**config.mk**
```make
export PLATFORM = sky130hd
export DESIGN_NAME = int64_to_decimal_ascii
export DESIGN_NICKNAME = d
export VERILOG_FILES = /design/src/i2d_pkg.sv /design/src/i2d_stage.sv /design/src/i2d_emit.sv /design/src/int64_to_decimal_ascii.sv
export VERILOG_INCLUDE_DIRS = /design/src /design/src/src
export SDC_FILE = /design/constraint.sdc
export NUM_CORES = 2
export LEC_CHECK = 0
export BUFFER_PORTS_ARGS = -buffer_cell sky130_fd_sc_hd__buf_4
export CORE_ASPECT_RATIO = 0.75
export CORE_MARGIN = 2
export CORE_UTILIZATION = 35
export CTS_CLUSTER_DIAMETER = 60
export DETAILED_ROUTE_END_ITERATION = 8
export GPL_ROUTABILITY_DRIVEN = 0
export PLACE_DENSITY = 0.49
export SETUP_SLACK_MARGIN = 0.05
export SLEW_MARGIN = 20
export SYNTH_ARGS = -nofsm -noshare
export SYNTH_HDL_FRONTEND = slang
export SYNTH_SLANG_ARGS = --single-unit
```
**constraint.sdc**
```tcl
create_clock -name clk -period 49 [get_ports clk]
set_input_delay 0 -clock clk [delete_from_list [all_inputs] [get_ports clk]]
set_output_delay 0 -clock clk [all_outputs]
set_load 0.005 [all_outputs]
```
**src/assert_macros.svh**
```systemverilog
// assertion helpers
`ifndef ASSERT_MACROS_SVH
`define ASSERT_MACROS_SVH

// implication checked every clock, quiet during reset
`define ASSERT_IMPLIES(label, clk, rst_n, a, c, msg) \
  label: assert property (@(posedge clk) disable iff (!rst_n) (a) |-> (c)) else $error(msg);

// next-cycle implication
`define ASSERT_NEXT(label, clk, rst_n, a, c, msg) \
  label: assert property (@(posedge clk) disable iff (!rst_n) (a) |=> (c)) else $error(msg);

`endif

```
**src/i2d_pkg.sv**
```systemverilog
package i2d_pkg;

  localparam int MaxPadDef = 32;
  localparam int MaxDigits = 20;
  localparam int BitsPerStage = 4;
  localparam int NumStages = 64 / BitsPerStage;   // four magnitude bits shifted in per stage
  localparam int CntW = 6;

  localparam logic [6:0] ChMinus = 7'h2d;
  localparam logic [6:0] ChPlus  = 7'h2b;
  localparam logic [6:0] ChZero  = 7'h30;

  typedef struct packed {
    logic [63:0] value;
    logic        is_signed;
    logic        show_plus;
    logic [5:0]  pad_width;
  } i2d_in_t;

  typedef struct packed {
    logic [6:0] char_code;
    logic       last;
  } i2d_out_t;

  // one item travelling through the digit pipeline
  typedef struct packed {
    logic [63:0]       rem;      // magnitude bits not yet shifted in, msb first
    logic [MaxDigits*4-1:0] bcd; // digits found so far, least significant low
    logic              has_sign;
    logic [6:0]        sign_ch;
    logic [5:0]        pad;
  } i2d_work_t;

  // job handed to the serializer
  typedef struct packed {
    logic [MaxDigits*4-1:0] bcd;
    logic              has_sign;
    logic [6:0]        sign_ch;
    logic [5:0]        pad;
    logic [4:0]        nd;
  } i2d_job_t;

endpackage

```
**src/i2d_stage.sv**
```systemverilog
// one pipeline stage: shift-and-add-3 over four magnitude bits
module i2d_stage import i2d_pkg::*; (
  input  logic      clk,
  input  logic      rst_n,
  input  logic      adv,
  input  logic      vld_i,
  input  i2d_work_t wrk_i,
  output logic      vld_o,
  output i2d_work_t wrk_o
);
  logic [63:0]            rem_v;
  logic [MaxDigits*4-1:0] bcd_v;
  i2d_work_t              wrk_nxt;
  logic                   vld_r;
  i2d_work_t              wrk_r;

  always_comb begin
    rem_v = wrk_i.rem;
    bcd_v = wrk_i.bcd;
    for (int s = 0; s < BitsPerStage; s++) begin
      // digits of 5 or more get 3 added so the shift carries into the next digit
      for (int d = 0; d < MaxDigits; d++) begin
        if (bcd_v[d*4 +: 4] >= 4'd5) bcd_v[d*4 +: 4] = bcd_v[d*4 +: 4] + 4'd3;
      end
      bcd_v = {bcd_v[MaxDigits*4-2:0], rem_v[63]};
      rem_v = {rem_v[62:0], 1'b0};
    end
    wrk_nxt = wrk_i;
    wrk_nxt.rem = rem_v;
    wrk_nxt.bcd = bcd_v;
  end

  always_ff @(posedge clk) begin
    if (!rst_n) begin
      vld_r <= 1'b0;
    end else if (adv) begin
      vld_r <= vld_i;
    end
    if (adv) begin
      wrk_r <= wrk_nxt;
    end
  end

  assign vld_o = vld_r;
  assign wrk_o = wrk_r;
endmodule

```
**src/i2d_emit.sv**
```systemverilog
// serializer: sign, pad zeros, then digits, one character per cycle
module i2d_emit import i2d_pkg::*; (
  input  logic     clk,
  input  logic     rst_n,
  input  logic     job_vld,
  input  i2d_job_t job,
  output logic     take,
  output logic     out_valid,
  output i2d_out_t out_item
);
  logic             act_r, act_nxt;
  i2d_job_t         job_r, job_nxt;
  logic [CntW-1:0]  left_r, left_nxt;   // characters still to send after this
  logic [CntW-1:0]  tot;
  logic [CntW-1:0]  ndig;
  logic [CntW-1:0]  pos;                // digit position from the right
  logic             in_sign;
  logic [3:0]       dg;
  logic [6:0]       ch;

  always_comb begin
    ndig = (job.pad > CntW'(job.nd)) ? job.pad : CntW'(job.nd);
    tot  = ndig + CntW'(job.has_sign);
    take = job_vld && (!act_r || left_r == '0);
  end

  always_comb begin
    in_sign = job_r.has_sign && (left_r == CntW'(
      ((job_r.pad > CntW'(job_r.nd)) ? job_r.pad : CntW'(job_r.nd))));
    pos = left_r;
    dg  = (pos < CntW'(job_r.nd)) ? job_r.bcd[pos[4:0]*4 +: 4] : 4'd0;
    ch  = in_sign ? job_r.sign_ch : (ChZero | {3'd0, dg});
    out_valid = act_r;
    out_item.char_code = ch;
    out_item.last = act_r && left_r == '0;
    act_nxt  = act_r && left_r != '0;
    left_nxt = left_r - CntW'(1);
    job_nxt  = job_r;
    if (take) begin
      act_nxt  = 1'b1;
      left_nxt = tot - CntW'(1);
      job_nxt  = job;
    end
  end

  always_ff @(posedge clk) begin
    if (!rst_n) begin
      act_r <= 1'b0;
    end else begin
      act_r <= act_nxt;
    end
    left_r <= left_nxt;
    job_r  <= job_nxt;
  end
endmodule

```
**src/int64_to_decimal_ascii.sv**
```systemverilog
// channel | ports                          | item accepted when
// input   | start, busy, in_item           | start && !busy at clk edge
// result  | out_valid, out_item            | out_valid at clk edge, no stall
//
// sixteen digit stages each shift four magnitude bits into a bcd register
// (shift and add-3 per bit); an accepted item passes the entry register, the
// digit stages and the serializer register; its text leaves at one character
// per cycle, 1 to MAX_PAD+1 characters (more if digits plus sign exceed it).
// the serializer is the rate limit: a new item enters whenever the pipe can
// shift, which stops only while the serializer still sends the previous text.
// reset is synchronous, clears valid bits and the serializer.
`include "assert_macros.svh"
module int64_to_decimal_ascii import i2d_pkg::*; #(
  parameter int MAX_PAD = MaxPadDef
) (
  input  logic     clk,
  input  logic     rst_n,
  input  logic     start,
  output logic     busy,
  input  i2d_in_t  in_item,
  output logic     out_valid,
  output i2d_out_t out_item
);
  logic      vld [NumStages+1];
  i2d_work_t wrk [NumStages+1];
  logic      adv;
  logic      take;
  logic      vld_in_r;
  i2d_work_t wrk_in_r, wrk_in_nxt;
  logic [5:0] pad_sat;
  logic      neg;
  i2d_job_t  job;
  logic [4:0] nd;

  // pipe shifts unless its tail holds an item the serializer cannot take
  assign adv  = !vld[NumStages] || take;
  assign busy = !adv;

  // entry stage: sign, magnitude, saturated width
  always_comb begin
    neg     = in_item.is_signed && in_item.value[63];
    pad_sat = (in_item.pad_width > 6'(MAX_PAD)) ? 6'(MAX_PAD) : in_item.pad_width;
    wrk_in_nxt.rem      = neg ? (64'd0 - in_item.value) : in_item.value;
    wrk_in_nxt.bcd      = '0;
    wrk_in_nxt.has_sign = neg || (in_item.is_signed && in_item.show_plus);
    wrk_in_nxt.sign_ch  = neg ? ChMinus : ChPlus;
    wrk_in_nxt.pad      = pad_sat;
  end

  always_ff @(posedge clk) begin
    if (!rst_n) begin
      vld_in_r <= 1'b0;
    end else if (adv) begin
      vld_in_r <= start;
    end
    if (adv) begin
      wrk_in_r <= wrk_in_nxt;
    end
  end

  assign vld[0] = vld_in_r;
  assign wrk[0] = wrk_in_r;

  for (genvar g = 0; g < NumStages; g++) begin : g_stage
    i2d_stage u_stage (
      .clk(clk), .rst_n(rst_n), .adv(adv),
      .vld_i(vld[g]), .wrk_i(wrk[g]),
      .vld_o(vld[g+1]), .wrk_o(wrk[g+1])
    );
  end

  // digit count: highest nonzero digit, at least one
  always_comb begin
    nd = 5'd1;
    for (int i = 1; i < MaxDigits; i++) begin
      if (wrk[NumStages].bcd[i*4 +: 4] != 4'd0) nd = 5'(i + 1);
    end
    job.bcd      = wrk[NumStages].bcd;
    job.has_sign = wrk[NumStages].has_sign;
    job.sign_ch  = wrk[NumStages].sign_ch;
    job.pad      = wrk[NumStages].pad;
    job.nd       = nd;
  end

  i2d_emit u_emit (
    .clk(clk), .rst_n(rst_n),
    .job_vld(vld[NumStages]), .job(job),
    .take(take), .out_valid(out_valid), .out_item(out_item)
  );

  `ASSERT_IMPLIES(a_take_needs_job, clk, rst_n, take, vld[NumStages], "take without job")
  `ASSERT_NEXT(a_take_starts_out, clk, rst_n, take, out_valid, "job taken but no output")
  `ASSERT_IMPLIES(a_busy_tail, clk, rst_n, busy, vld[NumStages] && !take, "busy without cause")
endmodule
```
# Word level (Yosys, flattened, before mapping)
# Index checks and enable logic that the tools add are counted.
# op_classes
addsub	1074
mul	0
n_div	0
order_cmp	1074
n_eq_ne	1
n_shift	1
mux	1097
bitwise_logic	0
n_reduce_logical	33
# ops
cell	count
4-bit by 3-bit >= comparator with 1-bit output, second input constant	1050
4-bit 2-to-1 mux	1022
4-bit by 2-bit adder with 4-bit output, second input constant	1007
3-bit 2-to-1 mux	45
3-bit by 2-bit adder with 3-bit output, second input constant	43
5-bit 2-to-1 mux	18
80-bit by 8-bit indexed part select with 4-bit output	1
4-bit nonzero test	19
64-bit 2-to-1 mux	1
1-bit by 64-bit subtractor with 64-bit output, first input constant	1
1-bit by 2-bit adder with 3-bit output, second input constant	15
1-bit by 3-bit >= comparator with 1-bit output, second input constant	15
6-bit 2-to-1 mux	3
1-bit by 2-bit adder with 3-bit output, both inputs constant	5
1-bit by 3-bit >= comparator with 1-bit output, both inputs constant	5
6-bit by 5-bit > comparator with 1-bit output	2
6-bit by 1-bit subtractor with 6-bit output, second input constant	2
7-bit 2-to-1 mux	1
6-bit by 1-bit adder with 6-bit output	1
6-bit equality test	1
6-bit > comparator, second input constant	1
1-bit logical AND	6
6-bit logical NOT	1
6-bit by 5-bit less-than comparator with 1-bit output	1
other kinds (5)	14
# word_totals
regBits	2005
latchBits	0
ramBits	0
mem_bits_ro	0
input_bits	75
output_inout_bits	10
word_cells	3392
n_memories	0

# Depth between registers and ports, before layout
# depth
depth_word	25
mapped_depth	24
mapped_depth_nobuf	24

# By module
# From an unflattened synthesis, not the netlist that was laid out.
# unflattened
cells_unflattened	26722
hier_area_um2	235901.2
# modules_own_cells
mod	n_inst	cells_each	area_per_inst_um2	seq_area_each_um2
i2d_stage	16	1628	14183.6	4644.5
i2d_emit	1	303	4817.1	3113.0
int64_to_decimal_ascii	1	371	4146.5	2212.1

# Worst setup path before layout
# No wires, ideal clock.
# synth_path
path_type	reg-to-reg
start	reg u_emit.left_r[0]
end	reg g_stage[0].u_stage.wrk_r, in the netlist g_stage[0].u_stage.wrk_o[0] (enable)
setup_time_ps	2320
arrival_time_ps	39753
t_required_ps	46680
slack_ps	6927
path_stages_with_launch	10
n_path_buf	4
synth_period_minus_slack_ps	42073
cell_sequence	dfxtp_1 > clkbuf_1 > buf_1 > buf_2 > inv_1 > ha_1 > nand3b_1 > and2_1 > nand2_1 > clkbuf_1
# synth_between
elab_chain_cells	4
# synth_rtl
item	line_no	text
start: declaration	i2d_emit.sv:13	logic [CntW-1:0] left_r, left_nxt;
start signal: assignment	i2d_emit.sv:52	left_r <= left_nxt;
6-bit logical NOT	i2d_emit.sv:24	take = job_vld && (!act_r || left_r == '0);
1-bit logical OR	i2d_emit.sv:24	
1-bit logical AND	i2d_emit.sv:24	
1-bit logical OR	int64_to_decimal_ascii.sv:36	assign adv = !vld[NumStages] || take;
end signal: assignment	i2d_stage.sv:40	wrk_r <= wrk_nxt;
end: declaration	i2d_stage.sv:15	i2d_work_t wrk_r;
# No other way between the ends.
# A chain may end at the register's enable or synchronous reset.

# Worst setup path in the final report
# layout_path
start	reg u_emit.left_r[2]
end	reg g_stage[3].u_stage.wrk_r, in the netlist g_stage[3].u_stage.wrk_o[17] (enable)
# layout_between
elab_chain_cells	4
# layout_rtl
item	line_no
6-bit logical NOT	i2d_emit.sv:24
1-bit logical OR	i2d_emit.sv:24
1-bit logical AND	i2d_emit.sv:24
1-bit logical OR	int64_to_decimal_ascii.sv:36
end signal: assignment	i2d_stage.sv:40
end: declaration	i2d_stage.sv:15
# No other way between the ends.

==> summary.md <==
| Metric | Value |
|---|---|
| Outcome | `complete, no violations` |
| Initial antenna violation count | `2` |
| Main synth FF type | `edfxtp_1` |
| CTS buffer count | `189` |
| DP Wirelength | `around 170000 microns` |
| Nets | `13852` |
| Row cnt | `~190` |
| Final setup viols | `0` |
| Least-Margin Pin Slew | `1.06 ns` |
| Initial Utilization | `0.352` |
| Worst Setup End Kind | `flip-flop` |
| Sequential Area | `around 46000 sq um` |
| Largest net degree at the start of global routing | `176` |
| Post-Syn Area | `120000 sq um` |
| H-tree Lvls | `4` |
| Minimum clock period after layout | `6.61 ns` |
| Critical Path AT | `7.07 ns` |
| Crit start category | `flip-flop` |
| RSZ-0062 raised after global routing | `no` |
| Top cells by area, synth | `edfxtp_1 37%, ha_1 14%, mux2i_1 6.3%, inv_1 4.6%, mux2_2 3.5%` |
| Cells after Synth | `approximately 12000` |
| Chip width | `681 microns` |
| Max Clk Rate | `about 0.15 GHz` |
| Post-synthesis sequential area ratio | `0.378` |
| Placed Cells | `~17000` |
| Final Skew | `0.0869 ns` |
| Crit Path Category | `flip-flop to flip-flop` |
| Ports | `85` |
| Number of global-route vias before repair | `85564` |
| Total congestion overflow | `0` |
| Vias after detailed routing | `around 86000` |
| Number of synthesized flops with an enable pin | `about 1500` |
| Die area | `between 300000 and 400000 sq um` |
| P&R area growth vs syn | `12.1%` |
| Synthesis Warnings | `0` |
| Final hold violation count | `0` |
| Drt first pass iters | `6` |
| Final setup margin | `about 42 ns` |
| Period utilization | `0.135` |
| Clk buf depth | `4` |
| Gr usage total | `0.129` |
| Buffers on Ports | `82` |
| Drt drc | `0` |
| Worst EP required | `roughly 49 ns` |
| Setup TNS | `0 ns` |
| Largest area contributor in the netlist | `edfxtp_1` |
| CTS tree | `done` |
| Post-route ant nets | `0` |
| Wirelength per Cell | `13.4 microns` |
| CTS Root Buffer Type | `clkbuf_16` |
| Worst-skew pair later-pin latency | `0.86 ns` |
| Rel. slew slack | `0.295` |
| DP Worst Slack | `between 40 and 50 ns` |
| Fillers | `32810` |
| Via/cell ratio | `between 4 and 5` |
| Syn Area/Cell | `9.99 sq um` |
| Worst-path maximum fanout | `between 150 and 200` |
| Synth cell types | `84` |
| Core area | `342000 sq um` |
| Post-CTS setup buffers | `0` |
| #FFs+latches synth | `1525` |
| Layout cells sized above 1 | `0.0793` |
| First-pass GRT wire length | `393000 microns` |
| Share of the synthesized area in the top cell type | `0.374` |
| Detailed Route Iter0 Violations | `3878` |
| Final WL | `231000 microns` |
| Final cell count without fillers | `17189` |
| Max Slew Vio Count | `0` |
| Die Ht | `512 microns` |
| Area occupied by multi-input gates | `68900 sq um` |
| Mapped Nets | `13466` |
| Post-synth ARST share | `0` |
| Clock Sinks | `approximately 1500` |
| CTS clk-pin slew, worst paths | `0.06 ns` |
| Hold WC Path Type | `input pin to flip-flop` |
| Max_cap viols | `0` |
worst max-delay path: stages, from the launching register on:
cell and delay, ns:
dfxtp_1 0.46, nor3_1 0.39, nand3b_1 0.18, and2_1 0.24, nand2_4 0.59, buf_4 0.74, buf_12 0.55, buf_4 0.91
buf_4 0.90, buf_12 0.70
worst paths after layout:
path / start / end / slack (ns) / cells past startpoint
worst max-delay path: u_emit.left_r[2]$_DFF_P_ / g_stage[3].u_stage.wrk_o[17]$_DFFE_PN_ / 42.39 / 9
worst min-delay path: in_item[27] / wrk[2642]$_DFFE_PN_ / 0.1 / 4
worst max register to register: u_emit.left_r[2]$_DFF_P_ / g_stage[3].u_stage.wrk_o[17]$_DFFE_PN_ / 42.39 / 9
worst min register to register: wrk[2653]$_DFFE_PN_ / g_stage[0].u_stage.wrk_o[129]$_DFFE_PN_ / 0.37 / 0
state kept, by name, indices dropped and copies added (netlist names):
name	flops
g_stage.u_stage.wrk_o	1334
u_emit.job_r	94
wrk	73
g_stage.u_stage.vld_o	16
u_emit.left_r	6
u_emit.out_valid	1
vld_in_r	1
cells by family after synthesis:
kind of cell,after synthesis,share of synthesized area
buf+inv,1594,0.0498
simple gates,3136,0.137
mux,1151,0.102
xor+xnor,613,0.0446
flops,1525,0.378
compound gates,2692,0.149
other cells,2,0.0000624
fa+ha+maj,1339,0.139
cell usage after synthesis, types with 107 or more instances:
| cell type | number |
|---|---|
| a21oi_1 | 448 |
| mux2_2 | 372 |
| a2bb2oi_1 | 107 |
| o21ai_0 | 733 |
| inv_1 | 1487 |
| xnor2_1 | 476 |
| a21o_1 | 198 |
| nand2b_1 | 467 |
| a31oi_1 | 118 |
| nand2_1 | 638 |
| edfxtp_1 | 1501 |
| nor2_1 | 720 |
| a211o_1 | 107 |
| a211oi_1 | 165 |
| mux2i_1 | 755 |
| ha_1 | 1339 |
| o21bai_1 | 126 |
| xor2_1 | 137 |
| nor3b_1 | 133 |
| nor3_1 | 231 |
| o31ai_1 | 164 |
| nor2b_1 | 516 |
area by class of cell:
type                            count  area share
Antenna cell                        1   0.0000186
Clock buffer                      207      0.0357
Clock inverter                    128      0.0113
Inverter                         1489      0.0414
Multi-Input combinational cell   8933       0.510
Sequential cell                  1525       0.338
Tap cell                         4606      0.0427
Timing Repair Buffer              300      0.0206
metal layers:
layer | vias up | global-route usage | wire, microns | share of wire
met5 | - | 0 | 0 | 0
met4 | 0 | 0.0308 | 4790 | 0.021
li1 | 44020 | - | - | -
met1 | 40557 | 0.163 | 109000 | 0.47
met3 | 297 | 0.0175 | 6260 | 0.027
met2 | 670 | 0.232 | 111000 | 0.48
layout by cell type, fill, tap and decap left out, types with 30 or more instances in the layout:
cell,instances
o31ai_1,164
xnor2_1,476
or2_2,82
nand3_1,40
o211a_1,30
o22ai_1,40
inv_1,1486
a211o_1,107
or4b_2,34
a221oi_1,91
xor2_1,137
o211ai_1,32
a21o_1,198
nand2b_1,467
edfxtp_1,1501
mux2_2,372
a21boi_0,55
nor2b_1,516
nor3b_1,133
o21a_1,44
nand2_1,637
nor2_1,720
a31oi_1,118
dlygate4sd3_1,196
a211oi_1,165
o21ai_0,733
nor3_1,231
o21bai_1,126
mux2i_1,755
buf_4,100
or3_1,37
ha_1,1339
and2_1,98
a2bb2oi_1,107
a21oi_1,448
clkbuf_16,190
per-stage QoR:
stage | hold slack, ns | util | area (sq um)
after floorplan | 0.0989 | - | 120000
after global placement | 0.219 | 0.370 | 127000
after detailed placement | 0.217 | 0.370 | 127000
after CTS | 0.0167 | 0.394 | 135000
after global routing | 0.0415 | 0.394 | 135000
final | 0.0996 | 0.394 | 135000
what timing repair did:
item                       4_1_cts  5_1_grt
hold endpoints to repair        90        0
hold buffers                   196        0
gates resized for setup          0        0
setup endpoints to repair        0        0
Power is left out: the tool's default activity adds up to more than one toggle a clock period on the data nets, which glitch-free logic cannot reach.
